File: config.mk
export PLATFORM = sky130hd
export DESIGN_NAME = wss_serial_unit
export DESIGN_NICKNAME = d
export VERILOG_FILES = /design/src/hw/rtl/wss_pkg.sv /design/src/hw/rtl/wss_serial_unit.sv
export SDC_FILE = /design/constraint.sdc
export NUM_CORES = 1
export LEC_CHECK = 0
export ABC_AREA = 1
export BUFFER_PORTS_ARGS = -buffer_cell sky130_fd_sc_hd__buf_2
export CORE_AREA = 2 2 214 216
export CTS_CLUSTER_DIAMETER = 150
export DETAILED_ROUTE_END_ITERATION = 10
export DIE_AREA = 0 0 216 218
export PLACE_DENSITY_LB_ADDON = 0.15
export SETUP_SLACK_MARGIN = 0.4
export SLEW_MARGIN = 20
export SYNTH_ARGS = -nofsm -noshare
export SYNTH_HDL_FRONTEND = slang
export SYNTH_SLANG_ARGS = --single-unit
File: constraint.sdc
create_clock -name clk -period 7.4 [get_ports clk]
set_input_delay 0.37 -clock clk [delete_from_list [all_inputs] [get_ports clk]]
set_output_delay 0.37 -clock clk [all_outputs]
set_load 0.02 [all_outputs]
File: src/hw/rtl/wss_pkg.sv
package wss_pkg;

    localparam int MAX_WAYPOINTS = 64;
    localparam int IDX_W = $clog2(MAX_WAYPOINTS);
    localparam int CNT_W = $clog2(MAX_WAYPOINTS + 1);

    localparam logic [1:0] OP_MUL  = 2'd0;
    localparam logic [1:0] OP_DIV  = 2'd1;
    localparam logic [1:0] OP_SQRT = 2'd2;

    localparam logic [6:0] MUL_STEPS  = 7'd33;
    localparam logic [6:0] DIV_STEPS  = 7'd64;
    localparam logic [6:0] SQRT_STEPS = 7'd34;

    localparam logic [1:0] MODE_FOLLOW = 2'd1;
    localparam logic [1:0] MODE_FLEE   = 2'd2;

    localparam logic [2:0] REG_MODE   = 3'd0;
    localparam logic [2:0] REG_SPEED  = 3'd1;
    localparam logic [2:0] REG_RADIUS = 3'd2;
    localparam logic [2:0] REG_FLEE_X = 3'd3;
    localparam logic [2:0] REG_FLEE_Y = 3'd4;
    localparam logic [2:0] REG_FLEE_Z = 3'd5;

    localparam logic REQ_LOAD = 1'b0;

    typedef struct packed {
        logic       start;
        logic [1:0] op;
    } unit_ctl_t;

    typedef struct packed {
        logic busy;
        logic done;
    } unit_stat_t;

    function automatic logic [32:0] mag33(input logic signed [32:0] v);
        return v[32] ? 33'(-v) : 33'(v);
    endfunction

endpackage

File: src/hw/rtl/wss_serial_unit.sv
module wss_serial_unit (
    input  logic               clk,
    input  logic               rst_n,
    input  wss_pkg::unit_ctl_t ctl,
    input  logic [65:0]        opa,
    input  logic [35:0]        opb,
    output wss_pkg::unit_stat_t stat,
    output logic [65:0]        result
);
    import wss_pkg::*;

    logic        busy_reg, busy_next;
    logic        done_reg, done_next;
    logic [1:0]  op_reg, op_next;
    logic [6:0]  cnt_reg, cnt_next;
    logic [67:0] acc_reg, acc_next;
    logic [65:0] mcand_reg, mcand_next;
    logic [35:0] mplier_reg, mplier_next;
    logic [37:0] rem_reg, rem_next;
    logic [37:0] r2;
    logic [37:0] trial;

    always_comb
    begin
        busy_next   = busy_reg;
        done_next   = 1'b0;
        op_next     = op_reg;
        cnt_next    = cnt_reg;
        acc_next    = acc_reg;
        mcand_next  = mcand_reg;
        mplier_next = mplier_reg;
        rem_next    = rem_reg;
        r2          = '0;
        trial       = '0;
        if (ctl.start)
        begin
            busy_next   = 1'b1;
            op_next     = ctl.op;
            rem_next    = '0;
            mcand_next  = opa;
            mplier_next = opb;
            case (ctl.op)
                OP_DIV:
                begin
                    acc_next = {4'b0, opa[63:0]};
                    cnt_next = DIV_STEPS;
                end
                OP_SQRT:
                begin
                    acc_next    = {2'b0, opa};
                    mplier_next = '0;
                    cnt_next    = SQRT_STEPS;
                end
                default:
                begin
                    acc_next = '0;
                    cnt_next = MUL_STEPS;
                end
            endcase
        end
        else if (busy_reg)
        begin
            case (op_reg)
                OP_DIV:
                begin
                    r2 = {rem_reg[36:0], acc_reg[63]};
                    if (r2 >= {2'b0, mplier_reg})
                    begin
                        rem_next = r2 - {2'b0, mplier_reg};
                        acc_next = {4'b0, acc_reg[62:0], 1'b1};
                    end
                    else
                    begin
                        rem_next = r2;
                        acc_next = {4'b0, acc_reg[62:0], 1'b0};
                    end
                end
                OP_SQRT:
                begin
                    r2    = {rem_reg[35:0], acc_reg[67:66]};
                    trial = {mplier_reg, 2'b01};
                    if (r2 >= trial)
                    begin
                        rem_next    = r2 - trial;
                        mplier_next = {mplier_reg[34:0], 1'b1};
                    end
                    else
                    begin
                        rem_next    = r2;
                        mplier_next = {mplier_reg[34:0], 1'b0};
                    end
                    acc_next = {acc_reg[65:0], 2'b00};
                end
                default:
                begin
                    if (mplier_reg[0])
                    begin
                        acc_next = acc_reg + {2'b0, mcand_reg};
                    end
                    mcand_next  = {mcand_reg[64:0], 1'b0};
                    mplier_next = {1'b0, mplier_reg[35:1]};
                end
            endcase
            cnt_next = cnt_reg - 7'd1;
            if (cnt_reg == 7'd1)
            begin
                busy_next = 1'b0;
                done_next = 1'b1;
            end
        end
    end

    always_ff @(posedge clk or negedge rst_n)
    begin
        if (!rst_n)
        begin
            busy_reg <= 1'b0;
            done_reg <= 1'b0;
            op_reg   <= OP_MUL;
            cnt_reg  <= '0;
        end
        else
        begin
            busy_reg <= busy_next;
            done_reg <= done_next;
            op_reg   <= op_next;
            cnt_reg  <= cnt_next;
        end
    end

    always_ff @(posedge clk)
    begin
        acc_reg    <= acc_next;
        mcand_reg  <= mcand_next;
        mplier_reg <= mplier_next;
        rem_reg    <= rem_next;
    end

    always_comb
    begin
        case (op_reg)
            OP_DIV:  result = {2'b0, acc_reg[63:0]};
            OP_SQRT: result = {30'b0, mplier_reg};
            default: result = acc_reg[65:0];
        endcase
    end

    assign stat.busy = busy_reg;
    assign stat.done = done_reg;

endmodule
==> results.yml <==
power:
  p_sw_frac: 0.542
  p_leak_nw: 13.7
  pwr_density_cell_nw_per_um2: 393
  p_comb_frac: 0.648
  p_int_mw: 4.64
  finalPower_mw: 10.1
  clockPowerShare: 0.143
  power_switching_mw: 5.48
  p_seq_frac: 0.208
  vdd_drop_max_uv: 271
global_route:
  grt_pass1_wl_um: 140000
  grt_max_degree: 117
  grt-ovfl-total: 0
  track_usage: 0.383
  antenna_found_initial: 0
  grt_pass1_vias: 23900
timing:
  setup_slack_ns: 3.64
  rsz0062_at_grt: "false"
  layout_min_cycle_time_ns: 3.76
  tns_ns: 0
  relSlewSlack: 0.332
  clock-skew-final_ns: 0.0167
  tightest_slew_ns: 1.00
  hold_violations: 0
  finalMaxSlewViolations: 0
  setup_viol: 0
  fin_hold_ws_ns: 0.0910
  max_freq_mhz: 266
  finalCritPeriodShare: 0.508
yosys:
  yosysWarnings: 0
  synth_top_area_frac: 0.218
  ys_async_sr_fraction: 0.0505
  ys_types: 47
  syn_avg_cell_area_um2: 6.03
  synth_edf_count: 170
  synth_cells: 3889
  ys_seq_area_frac: 0.261
  syn-num-nets: 4145
  synth_flop_cell: "edfxtp_1"
  syn_area_um2: 23400
  synth_area_leaders: "edfxtp_1, nand2_1, inv_1"
  ys_ff_latch: 218
  synth_area_leader_cell: "edfxtp_1"
detailed_routing:
  drt_wl_total_um: 91900
  vias: 25900
  ant_nets: 0
  wl_per_cell_um: 19.9
  vias_per_cell: 5.62
  dr.pass1.iters: 7
  drt_iter0_drc: 2881
  drc_errors: 0
critical_path:
  critPathLaunch: "op_reg[0]"
  reg2reg_setup_slack_ns: 3.97
  cp_data_required_time_ns: 7.03
  crit_fanout: 71
  worst-setup-path-type: "reg2out"
  r2r_start: "op_reg[0]"
  startpoint_type: "flop"
  cp-end-kind: "output pin"
  critPathArrivalTime_ns: 3.39
cells_and_area:
  final_cell_area_um2: 25700
  final_common_cell: "nand2_1"
  drive_gt1_frac: 0.0723
  final_cell_mix: "nand2_1, inv_1, nor2_1"
  antenna_cells: 0
  n_fill_cell: 4746
  num-nets-final: 4249
  final_core_util: 0.573
  multi_input_area_um2: 14700
  finalNonFillerCells: 4613
  register_area_um2: 6120
  syn_to_final_growth_pct: 9.75
  largest_reg_flops: 68
clocking:
  root_buffer: "clkbuf_16"
  cts_sinks: 218
  cts_tree: "built"
  clock_latency_ns: 0.57
  ctsLongestPathBuffers: 3
  clk_pin_slew_ns: 0.06
  htree_levels: 1
  cts_buffers: 26
die:
  die_width_um: 216
  num_rows: 78
  initial_utilization: 0.522
  die_h_um: 218
  ioPinCount: 175
  fp.coreArea_um2: 44900
  dieArea_um2: 47100
placed_design:
  dp.final_hpwl_um: 74100
  gp_congestion: 1.05
  placed_area_um2: 24700
  port_buffers: 174
  dp_slack_ns: 3.97
  dp.cells: 4563
flow_run:
  maxCapViolations: 0
run_status:
  outcome: "complete, no violations"
hold_path:
  hold_path.class: "in2reg"
  hold_start: "opa[43]"
-- per-layer routing --
| metal | vias to the layer above | share of wire | track usage |
|---|---|---|---|
| met5 | - | 0 | 0 |
| met4 | 0 | 0.049 | 0.171 |
| met3 | 213 | 0.081 | 0.0393 |
| met2 | 1178 | 0.44 | 0.623 |
| met1 | 11800 | 0.43 | 0.515 |
| li1 | 12800 | - | - |
-- logic make-up (layout without fill, tap and decap cells) --
kind of cell / after synthesis / after routing / share of synthesized area
buffers and inverters: 698 / 822 / 0.116
flip-flops: 218 / 218 / 0.261
AO/OA/AOI/OAI: 589 / 589 / 0.143
XOR/XNOR: 48 / 48 / 0.0179
adder cells (fa/ha/maj): 149 / 149 / 0.0801
AND/OR/NAND/NOR: 2187 / 2187 / 0.382
-- area by class of cell --
class                           instances  share of cell area
Multi-Input combinational cell       2973               0.571
Sequential cell                       218               0.238
Timing Repair Buffer                  191              0.0399
Tap cell                              600              0.0292
Clock buffer                           32              0.0286
Clock inverter                         16             0.00822
Inverter                              583              0.0852
-- final timing paths --
path                                 end  cells after the start
max                           result[55]                      7
min                        mcand_reg[43]                      3
max reg2reg                mcand_reg[14]                      6
min reg2reg                mcand_reg[62]                      2
max in group asynchronous      op_reg[0]                      2
min in group asynchronous       busy_reg                      2
-- power groups by stage --
stage	combinational, mW	sequential, mW	clock (mW)
after floorplan	4.67	1.98	0
after global placement	6.38	2.12	0
after detailed placement	6.39	2.12	0
after CTS	6.43	2.10	1.46
after global routing	7.29	2.15	1.50
final	6.56	2.11	1.45
-- repair_timing --
item | in CTS | in global routing
buffers inserted | 0 | 0
endpoints found under the setup margin | 0 | 0
resized for setup | 0 | 0
endpoints found under the hold margin | 11 | 0
hold buffers | 1 | 0
-- synthesized netlist by cell type (all sizes together) (17+ instances only) --
cell    instances
nand3         278
xor2           36
edfxtp        170
nand2        1374
a22o           34
clkbuf         79
dfxtp          37
buf            36
a21oi         178
nand3b         21
a22oi          34
ha            147
o22ai          31
nand4          40
nor2          430
o21ai         261
nor3           38
inv           580
o21bai         17
-- critical path: stages (launching register included) --
cell and delay [ns]:
dfrtp_1 0.35, inv_1 0.08, ha_4 0.58, buf_4 0.76, nor2_4 0.33, buf_4 0.35
nor2_1 0.15, buf_2 0.18
(Power assumes the default switching activity.)
